==> src/rtl/tcst_pkg.sv <==
`default_nettype none

package tcst_pkg;

  localparam int unsigned NUM_SLOTS_DEF = 11;

  localparam int unsigned CMD_W  = 2;
  localparam int unsigned ID_W   = 32;
  localparam int unsigned POS_W  = 16;
  localparam int unsigned SLOT_W = 4;
  localparam int unsigned KIND_W = 2;

  typedef enum logic [CMD_W-1:0] {
    CMD_PRESS   = 2'd0,
    CMD_MOVE    = 2'd1,
    CMD_RELEASE = 2'd2
  } cmd_e;

  typedef enum logic [KIND_W-1:0] {
    EV_DOWN = 2'd0,
    EV_MOVE = 2'd1,
    EV_UP   = 2'd2
  } event_e;

  typedef enum logic [1:0] {
    ST_IDLE,
    ST_SCAN,
    ST_APPLY
  } state_e;

  // table write request
  typedef struct packed {
    logic en;
    logic busy;
  } tbl_wr_t;

  // compare result for the slot under the scan pointer
  typedef struct packed {
    logic busy;
    logic match;
  } tbl_stat_t;

endpackage

`default_nettype wire

==> src/rtl/tcst_slot_table.sv <==
`default_nettype none

module tcst_slot_table #(
  parameter int unsigned NUM_SLOTS = tcst_pkg::NUM_SLOTS_DEF,
  parameter int unsigned IDX_W     = (NUM_SLOTS > 1) ? $clog2(NUM_SLOTS) : 1
) (
  input  wire logic                      clk_i,
  input  wire logic                      rst_ni,
  input  wire logic [IDX_W-1:0]          rd_idx_i,
  input  wire logic [tcst_pkg::ID_W-1:0] key_i,
  output tcst_pkg::tbl_stat_t            stat_o,
  input  wire tcst_pkg::tbl_wr_t         wr_i,
  input  wire logic [IDX_W-1:0]          wr_idx_i
);

  logic [NUM_SLOTS-1:0]      busy_q;
  logic [tcst_pkg::ID_W-1:0] owner_q [NUM_SLOTS];

  always_ff @(posedge clk_i or negedge rst_ni) begin
    if (!rst_ni) begin
      busy_q <= '0;
    end else if (wr_i.en) begin
      busy_q[wr_idx_i] <= wr_i.busy;
    end
  end

  // owner only written on a claim
  always_ff @(posedge clk_i) begin
    if (wr_i.en && wr_i.busy) begin
      owner_q[wr_idx_i] <= key_i;
    end
  end

  // the one shared comparator
  always_comb begin
    stat_o.busy  = busy_q[rd_idx_i];
    stat_o.match = busy_q[rd_idx_i] && (owner_q[rd_idx_i] == key_i);
  end

endmodule

`default_nettype wire

==> src/rtl/touch_contact_slot_tracker.sv <==
`default_nettype none

// touch contact slot tracker: keeps up to NUM_SLOTS touch or pointer contacts
// in a slot table. a press for an id not yet held claims the lowest free slot
// and gives a down beat; a move for a held id gives a move beat unless it
// comes from a mouse with the left button up; a release frees the slot and
// gives an up beat. presses for held ids, presses with the table full, unused
// command codes and moves or releases for unknown ids give no result beat.
// after acceptance, one owner comparator walks the table a slot per cycle,
// then the apply state applies the outcome; only then can the next item be
// accepted. the result waits in an output register, so a new item can be
// taken while it is still stalled; the apply cycle of that next item is held
// for as long as the earlier result beat stays stalled.

module touch_contact_slot_tracker #(
  parameter int unsigned NUM_SLOTS = tcst_pkg::NUM_SLOTS_DEF
) (
  input  wire logic                        clk_i,
  input  wire logic                        rst_ni,
  // input beats
  input  wire logic                        in_valid_i,
  output logic                             in_stall_o,
  input  wire logic [tcst_pkg::CMD_W-1:0]  cmd_i,
  input  wire logic [tcst_pkg::ID_W-1:0]   contact_id_i,
  input  wire logic signed [tcst_pkg::POS_W-1:0] pos_x_i,
  input  wire logic signed [tcst_pkg::POS_W-1:0] pos_y_i,
  input  wire logic                        from_mouse_i,
  input  wire logic                        left_held_i,
  // result beats
  output logic                             out_valid_o,
  input  wire logic                        out_stall_i,
  output logic [tcst_pkg::SLOT_W-1:0]      slot_o,
  output logic [tcst_pkg::KIND_W-1:0]      event_kind_o,
  output logic signed [tcst_pkg::POS_W-1:0] out_x_o,
  output logic signed [tcst_pkg::POS_W-1:0] out_y_o
);

  localparam int unsigned IDX_W = (NUM_SLOTS > 1) ? $clog2(NUM_SLOTS) : 1;
  localparam logic [IDX_W-1:0] LAST_IDX = IDX_W'(NUM_SLOTS - 1);

  tcst_pkg::state_e state_q, state_d;

  // captured input beat
  logic [tcst_pkg::CMD_W-1:0]  cmd_q;
  logic [tcst_pkg::ID_W-1:0]   id_q;
  logic signed [tcst_pkg::POS_W-1:0] x_q, y_q;
  logic                        mouse_q, left_q;

  // scan pointer and what the walk has found so far
  logic [IDX_W-1:0] idx_q, idx_d;
  logic             hit_q, hit_d;
  logic [IDX_W-1:0] hit_idx_q, hit_idx_d;
  logic             free_q, free_d;
  logic [IDX_W-1:0] free_idx_q, free_idx_d;

  // output register
  logic                        out_valid_q, out_valid_d;
  logic [tcst_pkg::SLOT_W-1:0] slot_q;
  logic [tcst_pkg::KIND_W-1:0] kind_q;
  logic signed [tcst_pkg::POS_W-1:0] ox_q, oy_q;

  // decision made in the apply cycle
  logic                        in_acc;
  logic                        apply_go;
  logic                        emit;
  tcst_pkg::event_e            emit_kind;
  logic [IDX_W-1:0]            emit_idx;
  tcst_pkg::tbl_wr_t           tbl_wr;
  tcst_pkg::tbl_stat_t         tbl_stat;

  tcst_slot_table #(
    .NUM_SLOTS (NUM_SLOTS),
    .IDX_W     (IDX_W)
  ) u_table (
    .clk_i    (clk_i),
    .rst_ni   (rst_ni),
    .rd_idx_i (idx_q),
    .key_i    (id_q),
    .stat_o   (tbl_stat),
    .wr_i     (tbl_wr),
    .wr_idx_i (emit_idx)
  );

  assign in_acc = in_valid_i && !in_stall_o;

  // the outcome can only leave once the output register is free or draining
  assign apply_go = (state_q == tcst_pkg::ST_APPLY) && (!out_valid_q || !out_stall_i);

  // next state
  always_comb begin
    state_d = state_q;
    unique case (state_q)
      tcst_pkg::ST_IDLE: begin
        if (in_valid_i) state_d = tcst_pkg::ST_SCAN;
      end
      tcst_pkg::ST_SCAN: begin
        if (idx_q == LAST_IDX) state_d = tcst_pkg::ST_APPLY;
      end
      tcst_pkg::ST_APPLY: begin
        if (apply_go) state_d = tcst_pkg::ST_IDLE;
      end
      default: state_d = tcst_pkg::ST_IDLE;
    endcase
  end

  // outputs of the sequencer
  always_comb begin
    in_stall_o = 1'b1;
    unique case (state_q)
      tcst_pkg::ST_IDLE:  in_stall_o = 1'b0;
      tcst_pkg::ST_SCAN:  in_stall_o = 1'b1;
      tcst_pkg::ST_APPLY: in_stall_o = 1'b1;
      default:            in_stall_o = 1'b1;
    endcase
  end

  // scan bookkeeping: lowest matching busy slot and lowest free slot
  always_comb begin
    idx_d      = idx_q;
    hit_d      = hit_q;
    hit_idx_d  = hit_idx_q;
    free_d     = free_q;
    free_idx_d = free_idx_q;
    if (in_acc) begin
      idx_d  = '0;
      hit_d  = 1'b0;
      free_d = 1'b0;
    end else if (state_q == tcst_pkg::ST_SCAN) begin
      if (tbl_stat.match && !hit_q) begin
        hit_d     = 1'b1;
        hit_idx_d = idx_q;
      end
      if (!tbl_stat.busy && !free_q) begin
        free_d     = 1'b1;
        free_idx_d = idx_q;
      end
      if (idx_q != LAST_IDX) idx_d = idx_q + 1'b1;
    end
  end

  // what the finished walk means for this command
  always_comb begin
    emit      = 1'b0;
    emit_kind = tcst_pkg::EV_DOWN;
    emit_idx  = hit_idx_q;
    tbl_wr    = '0;
    case (cmd_q)
      tcst_pkg::CMD_PRESS: begin
        emit_idx = free_idx_q;
        if (!hit_q && free_q) begin
          emit        = 1'b1;
          emit_kind   = tcst_pkg::EV_DOWN;
          tbl_wr.en   = apply_go;
          tbl_wr.busy = 1'b1;
        end
      end
      tcst_pkg::CMD_MOVE: begin
        // stored position is never read back, so only the event matters
        if (hit_q && !(mouse_q && !left_q)) begin
          emit      = 1'b1;
          emit_kind = tcst_pkg::EV_MOVE;
        end
      end
      tcst_pkg::CMD_RELEASE: begin
        if (hit_q) begin
          emit        = 1'b1;
          emit_kind   = tcst_pkg::EV_UP;
          tbl_wr.en   = apply_go;
          tbl_wr.busy = 1'b0;
        end
      end
      default: begin
        emit = 1'b0;
      end
    endcase
  end

  assign out_valid_d = apply_go ? emit : (out_valid_q && out_stall_i);

  // control state
  always_ff @(posedge clk_i or negedge rst_ni) begin
    if (!rst_ni) begin
      state_q     <= tcst_pkg::ST_IDLE;
      out_valid_q <= 1'b0;
      idx_q       <= '0;
      hit_q       <= 1'b0;
      free_q      <= 1'b0;
    end else begin
      state_q     <= state_d;
      out_valid_q <= out_valid_d;
      idx_q       <= idx_d;
      hit_q       <= hit_d;
      free_q      <= free_d;
    end
  end

  // payload
  always_ff @(posedge clk_i) begin
    hit_idx_q  <= hit_idx_d;
    free_idx_q <= free_idx_d;
    if (in_acc) begin
      cmd_q   <= cmd_i;
      id_q    <= contact_id_i;
      x_q     <= pos_x_i;
      y_q     <= pos_y_i;
      mouse_q <= from_mouse_i;
      left_q  <= left_held_i;
    end
    if (apply_go && emit) begin
      // slot field keeps the low bits of the index
      slot_q <= tcst_pkg::SLOT_W'(emit_idx);
      kind_q <= emit_kind;
      ox_q   <= x_q;
      oy_q   <= y_q;
    end
  end

  assign out_valid_o  = out_valid_q;
  assign slot_o       = slot_q;
  assign event_kind_o = kind_q;
  assign out_x_o      = ox_q;
  assign out_y_o      = oy_q;

endmodule

`default_nettype wire

==> config.mk <==
export PLATFORM = sky130hd
export DESIGN_NAME = touch_contact_slot_tracker
export DESIGN_NICKNAME = d
export VERILOG_FILES = /design/src/rtl/tcst_pkg.sv /design/src/rtl/tcst_slot_table.sv /design/src/rtl/touch_contact_slot_tracker.sv
export SDC_FILE = /design/constraint.sdc
export NUM_CORES = 1
export LEC_CHECK = 0
export ABC_AREA = 0
export BUFFER_PORTS_ARGS = -buffer_cell sky130_fd_sc_hd__buf_4
export CORE_MARGIN = 1.5
export CORE_UTILIZATION = 54
export DETAILED_ROUTE_END_ITERATION = 10
export PLACE_DENSITY = 0.75
export SYNTH_ARGS = -nofsm -noshare
export SYNTH_HDL_FRONTEND = slang
export SYNTH_SLANG_ARGS = --single-unit
export TNS_END_PERCENT = 1
==> constraint.sdc <==
create_clock -name clk_i -period 4.55 [get_ports clk_i]
set_input_delay 0.91 -clock clk_i [delete_from_list [all_inputs] [get_ports clk_i]]
set_output_delay 0.91 -clock clk_i [all_outputs]
set_load 0.005 [all_outputs]
==> results.txt, run 1 <==
crit-path leading delay family: simple AND/OR/NAND/NOR gates
Routed Antenna Nets: 0
# fillers: 2,351
Synth Cell Area: 18,900 um^2
kind of critical path: register to register
Post-route DRC: 0
Clock Skews: 0.0109 ns
Place WS: 0.721 ns
setup ws final: 0.677 ns
Min Clock Period, post-route: 3.87 ns
outcome: completed
FF-to-FF End: hit_idx_q[0]$_DFFE_PP_
number of antenna violations at the first check in global routing: 0
total power: 11.7 mW
gr ovfl total: 0
diodes inserted: 0
placed instance count: 1,557
final wirelength: 37.9 mm
post-CTS setup buffer count: 0
Global Route Usage Sum: 21.6%
post-DR wirelength/cell: 23.1 um
worst slew pin tran: 0.865 ns
Hold WC Path Type: primary input to async pin
initial DRC count: 865
hold_ws: 0.235 ns
Core Util, Final: 63.7%
Max VDD drop: 0.331 mV
final hold violations: 0
drt first pass iters: 5
CTS Buf Count: 48
max-slew violations: 0
Die Y: 190 um
final setup TNS: 0 ns
Seq cells post-synth: 486
chip width: 190 um
Final #Nets: 1,230
Leak Pwr: 7.53 nW
Max Freq: 258 MHz
layout cell share with drive strength beyond 1: 25.7%
root cell of the clock tree: clkbuf_16
first-pass GRT wire length: 58.1 mm
initial core utilization: 54.8%
# resized after CTS: 0
WP buf/inv: 1
RSZ-0062 raised after global routing: no
Syn Area/Cell: 18.9 um^2
Non-Filler Instances: 1,644
worst path required time: 4.73 ns
Rel. slew slack: 42.3%
max incr delay on CP: 0.92 ns
Critical Path Fanout Max: 56
asr flop ratio synth: 4.12%
number of synthesized flops with an enable pin: 466
I/O Buffers: 111
max cap viols: 0
most frequent cells in the layout: edfxtp_1 (466), buf_4 (138), mux2i_1 (74)
Final Cell Area: 22,000 um^2
CTS tree: yes
CTS H-Tree Depth: 2
Synth-to-Final Area Change: 16.4%
CTS max path bufs: 3
Worst R2R Start: idx_q[1]$_DFFE_PN0P_
ratio of final minimum period to clock period: 85.1%
vias in the first global route: 9,840
r2r setup slk: 0.68 ns
commonest non-fill, non-tap cell in the layout: edfxtp_1
hold_buf cts: 0
Worst-Skew Late Latency: 0.55 ns
num rows: 68
Seq/Total Area, Yosys: 76.8%
core box area: 34,500 um^2
DR vias: 9,554
clk slew on worst S/H paths: 0.06 ns
worst r2r path cells: 8
Die Footprint: 36,100 um^2
Warnings, synthesis: 0
critical path capture point type: register
worst-path cell chain: buf_12 > mux4_2 > mux2_2 > o21ai_0 > xnor2_1 > nor2_1 > nand4_1 > nor3_1
area occupied by multi-input gates: 4130 um^2
Sequential Area: 14,500 um^2
Worst path slowest cell: dfrtp_4
vias per cell: 5.81
Area after DPL: 20,400 um^2
DPL Wire Length: 22.2 mm
GP Congestion: 0.838
Synth cell types: 60
Syn Inst Count: 997
CTS sink count: 486
largest net degree at the start of global routing: 57
setup violators final: 0
cell area power density: 535 nW/um^2
crit path DAT: 4.06 ns
num ports: 112
crit path launch type: register
prevailing post-synth register cell: edfxtp_1
Syn Nets: 1,075
[area by class of cell]
cell class | instances | area share, %
Sequential cell | 486 | 66.0
Multi-Input combinational cell | 453 | 18.8
Clock buffer | 64 | 5.93
Timing Repair Buffer | 144 | 5.26
Tap cell | 455 | 2.59
Clock inverter | 23 | 1.07
Inverter | 19 | 0.330
[layer usage]
| layer | up-vias | GRT usage [%] | wire, um |
|---|---|---|---|
| li1 | 4280 | - | - |
| met1 | 4873 | 30.3 | 16200 |
| met2 | 321 | 35.4 | 18800 |
| met3 | 80 | 2.77 | 2020 |
| met4 | 0 | 7.23 | 936 |
| met5 | - | 0 | 0 |
[where the power goes]
part / internal (mW) / leakage [nW] / switching [mW] / total [mW]
combinational: 1.16 / 2.31 / 1.19 / 2.35
sequential: 5.15 / 4.47 / 0.397 / 5.54
clock: 2.29 / 0.754 / 1.57 / 3.85
total: 8.60 / 7.53 / 3.15 / 11.7
[state kept, by name (all words and copies together), names as in the netlist]
register	count
out_valid_o	1
event_kind_o	2
hit_idx_q	4
mouse_q	1
x_q	16
id_q	32
slot_o	4
cmd_q	2
state_q	2
u_table.busy_q	11
y_q	16
idx_q	4
u_table.owner_q	352
out_x_o	16
hit_q	1
out_y_o	16
free_q	1
free_idx_q	4
left_q	1
[worst reg2reg max path: stages, from the launching register on]
cell     delay, ns
dfrtp_4       0.92
buf_12        0.38
mux4_2        0.54
mux2_2        0.28
o21ai_0       0.29
xnor2_1       0.12
nor2_1        0.21
nand4_1       0.22
nor3_1        0.54
[synthesized netlist by cell type, types with 3 or more instances]
cell type,instances,area [um^2]
nor2b_1,8,50.1
a21o_1,5,37.5
mux2_2,43,484
mux2i_1,74,741
inv_1,18,67.6
a22o_1,4,35.0
buf_4,6,45.0
nor3_1,7,35.0
mux4_2,28,631
a21oi_1,7,35.0
nand2_1,53,199
o211ai_1,17,128
xor2_1,18,158
mux4_1,14,368
ha_1,6,75.1
o31ai_1,7,52.6
o21ai_0,26,130
nor2_1,32,120
o22ai_1,14,87.6
nand3_1,11,55.1
o221ai_1,3,26.3
nor4_1,7,43.8
xnor2_1,14,123
a211oi_1,3,22.5
buf_2,9,45.0
dfrtp_1,20,500
and3_1,3,18.8
buf_6,9,101
and4_1,3,26.3
edfxtp_1,466,14000
clkbuf_1,12,45.0
nand2b_1,14,87.6
[how the worst max path moves through the flow]
| stage | from | end | depth (start not counted) |
|---|---|---|---|
| floorplan | cmd_q[0]$_DFFE_PP_ | event_kind_o[0]$_SDFFCE_PN0P_ | 7 |
| global placement | idx_q[0]$_DFFE_PN0P_ | hit_idx_q[2]$_DFFE_PP_ | 7 |
| detailed placement | idx_q[0]$_DFFE_PN0P_ | hit_idx_q[2]$_DFFE_PP_ | 8 |
| CTS | idx_q[1]$_DFFE_PN0P_ | hit_idx_q[0]$_DFFE_PP_ | 8 |
| global route | idx_q[0]$_DFFE_PN0P_ | hit_idx_q[0]$_DFFE_PP_ | 8 |
| finish | idx_q[1]$_DFFE_PN0P_ | hit_idx_q[0]$_DFFE_PP_ | 8 |
[logic make-up (layout without fill, tap and decap cells)]
kind of cell | after synthesis | count (layout) | synth area share, %
buffers and inverters | 58 | 250 | 1.78
and+or+nand+nor | 146 | 146 | 3.67
muxes | 159 | 159 | 11.8
AOI/OAI and AO/OA | 110 | 110 | 4.07
DFF | 486 | 486 | 76.8
xor gates and xnor gates | 32 | 32 | 1.49
adders and majority gates | 6 | 6 | 0.398
Power figures use the tool's default switching activity.
==> run 2: changes to the inputs <==
- CORE_UTILIZATION: 54 -> 60
- PLACE_DENSITY: 0.75 -> 0.79
- clock period: 4.55 -> 4.33 ns (I/O delays scaled with it)
==> results.txt, run 2 (synthesis results as in run 1) <==
Die Footprint: 32,500 um^2
Leak Pwr: 7.46 nW
Worst-Skew Late Latency: 0.55 ns
max-slew violations: 0
initial core utilization: 61.4%
Synth-to-Final Area Change: 15.4%
Rel. slew slack: 43.6%
diodes inserted: 0
Max Freq: 260 MHz
ratio of final minimum period to clock period: 88.9%
final wirelength: 37.5 mm
kind of critical path: register to register
# fillers: 1,826
hold_ws: 0.195 ns
r2r setup slk: 0.48 ns
CTS tree: yes
hold_buf cts: 0
GP Congestion: 0.843
most frequent cells in the layout: edfxtp_1 (466), buf_4 (134), mux2i_1 (74)
crit path DAT: 4.03 ns
initial DRC count: 967
Global Route Usage Sum: 23.7%
cell area power density: 557 nW/um^2
vias per cell: 6.10
Worst R2R Start: idx_q[1]$_DFFE_PN0P_
commonest non-fill, non-tap cell in the layout: edfxtp_1
placed instance count: 1,493
chip width: 180 um
max cap viols: 0
Max VDD drop: 0.368 mV
number of antenna violations at the first check in global routing: 0
worst slew pin tran: 0.846 ns
setup violators final: 0
RSZ-0062 raised after global routing: no
Largest register FFs: 352
Critical Path Fanout Max: 61
Area after DPL: 20,300 um^2
final setup TNS: 0 ns
largest registers: u_table.owner_q (352), id_q (32)
root cell of the clock tree: clkbuf_16
num rows: 64
drt first pass iters: 7
crit path launch: idx_q[1]$_DFFE_PN0P_
FF-to-FF End: hit_idx_q[3]$_DFFE_PP_
DR vias: 9,638
num ports: 112
post-CTS setup buffer count: 0
Core Util, Final: 70.8%
Non-Filler Instances: 1,581
CTS max path bufs: 3
Clock Skews: 0.0173 ns
Largest Register: u_table.owner_q
Post-route DRC: 0
Hold WC Path Type: primary input to async pin
CTS Buf Count: 48
worst path required time: 4.51 ns
Die Y: 180 um
Routed Antenna Nets: 0
Final Cell Area: 21,800 um^2
layout cell share with drive strength beyond 1: 25.5%
Worst setup endpoint: hit_idx_q[3]$_DFFE_PP_
first-pass GRT wire length: 57.8 mm
DPL Wire Length: 21.3 mm
core box area: 30,700 um^2
# resized after CTS: 0
critical path capture point type: register
Sequential Area: 14,500 um^2
outcome: completed
crit path launch type: register
vias in the first global route: 9,985
I/O Buffers: 111
worst r2r path cells: 8
CTS H-Tree Depth: 2
CTS sink count: 486
final hold violations: 0
largest net degree at the start of global routing: 62
Final #Nets: 1,225
post-DR wirelength/cell: 23.7 um
Min Clock Period, post-route: 3.85 ns
area occupied by multi-input gates: 4130 um^2
clk slew on worst S/H paths: 0.06 ns
gr ovfl total: 0
run 2: cell count changes in the layout (fill, tap and decap cells not counted), sizes merged:
cell	change
clkbuf	-2
clkinv	-1
inv	+3
clkinvlp	+4
bufinv	-3
buf	-5
run 2: critical path, stage by stage (launching register included):
cell     delay, ns
dfrtp_4       0.93
buf_4         0.48
mux4_2        0.35
and2_1        0.16
o31ai_1       0.27
xnor2_1       0.11
nor4_1        0.41
nand4_1       0.21
nor3_1        0.52
run 2: layout make-up:
cell class | instances | share of cell area (%)
sequential | 486 | 66.6
clock inverter | 26 | 0.902
inverter | 19 | 0.333
clock buffer | 62 | 5.85
multi-input combinational | 453 | 19.0
tap | 396 | 2.27
timing repair buffer | 139 | 5.08
run 2: routing by layer:
metal / track usage [%] / vias up / routed length, um
li1: - / 4264 / -
met1: 32.3 / 4848 / 15200
met2: 38.8 / 439 / 18400
met3: 4.47 / 87 / 2810
met4: 8.24 / 0 / 1040
met5: 0 / - / 0
run 2: per-stage QoR:
stage / worst slack (ns) / power [mW]
final: 0.482 / 12.1
after global routing: 0.182 / 12.6
after CTS: 0.436 / 12.2
after detailed placement: 0.532 / 8.31
after global placement: 0.618 / 8.26
after floorplan: 0.800 / 7.72
run 2: power by group:
group	switching, mW	leakage [nW]	internal [mW]
sequential	0.450	4.47	5.41
combinational	1.23	2.28	1.17
clock	1.68	0.710	2.21
run 2: how the worst min path moves through the flow:
| stage | depth (start not counted) | to |
|---|---|---|
| 2_1_floorplan | 0 | out_x_o[0]$_DFFE_PP_ |
| 3_3_place_gp | 0 | out_y_o[10]$_DFFE_PP_ |
| 3_5_place_dp | 0 | out_x_o[11]$_DFFE_PP_ |
| 4_1_cts | 1 | u_table.busy_q[9]$_DFFE_PN0P_ |
| 5_1_grt | 1 | out_valid_o$_DFF_PN0_ |
| 6_report | 1 | state_q[0]$_DFFE_PN0P_ |
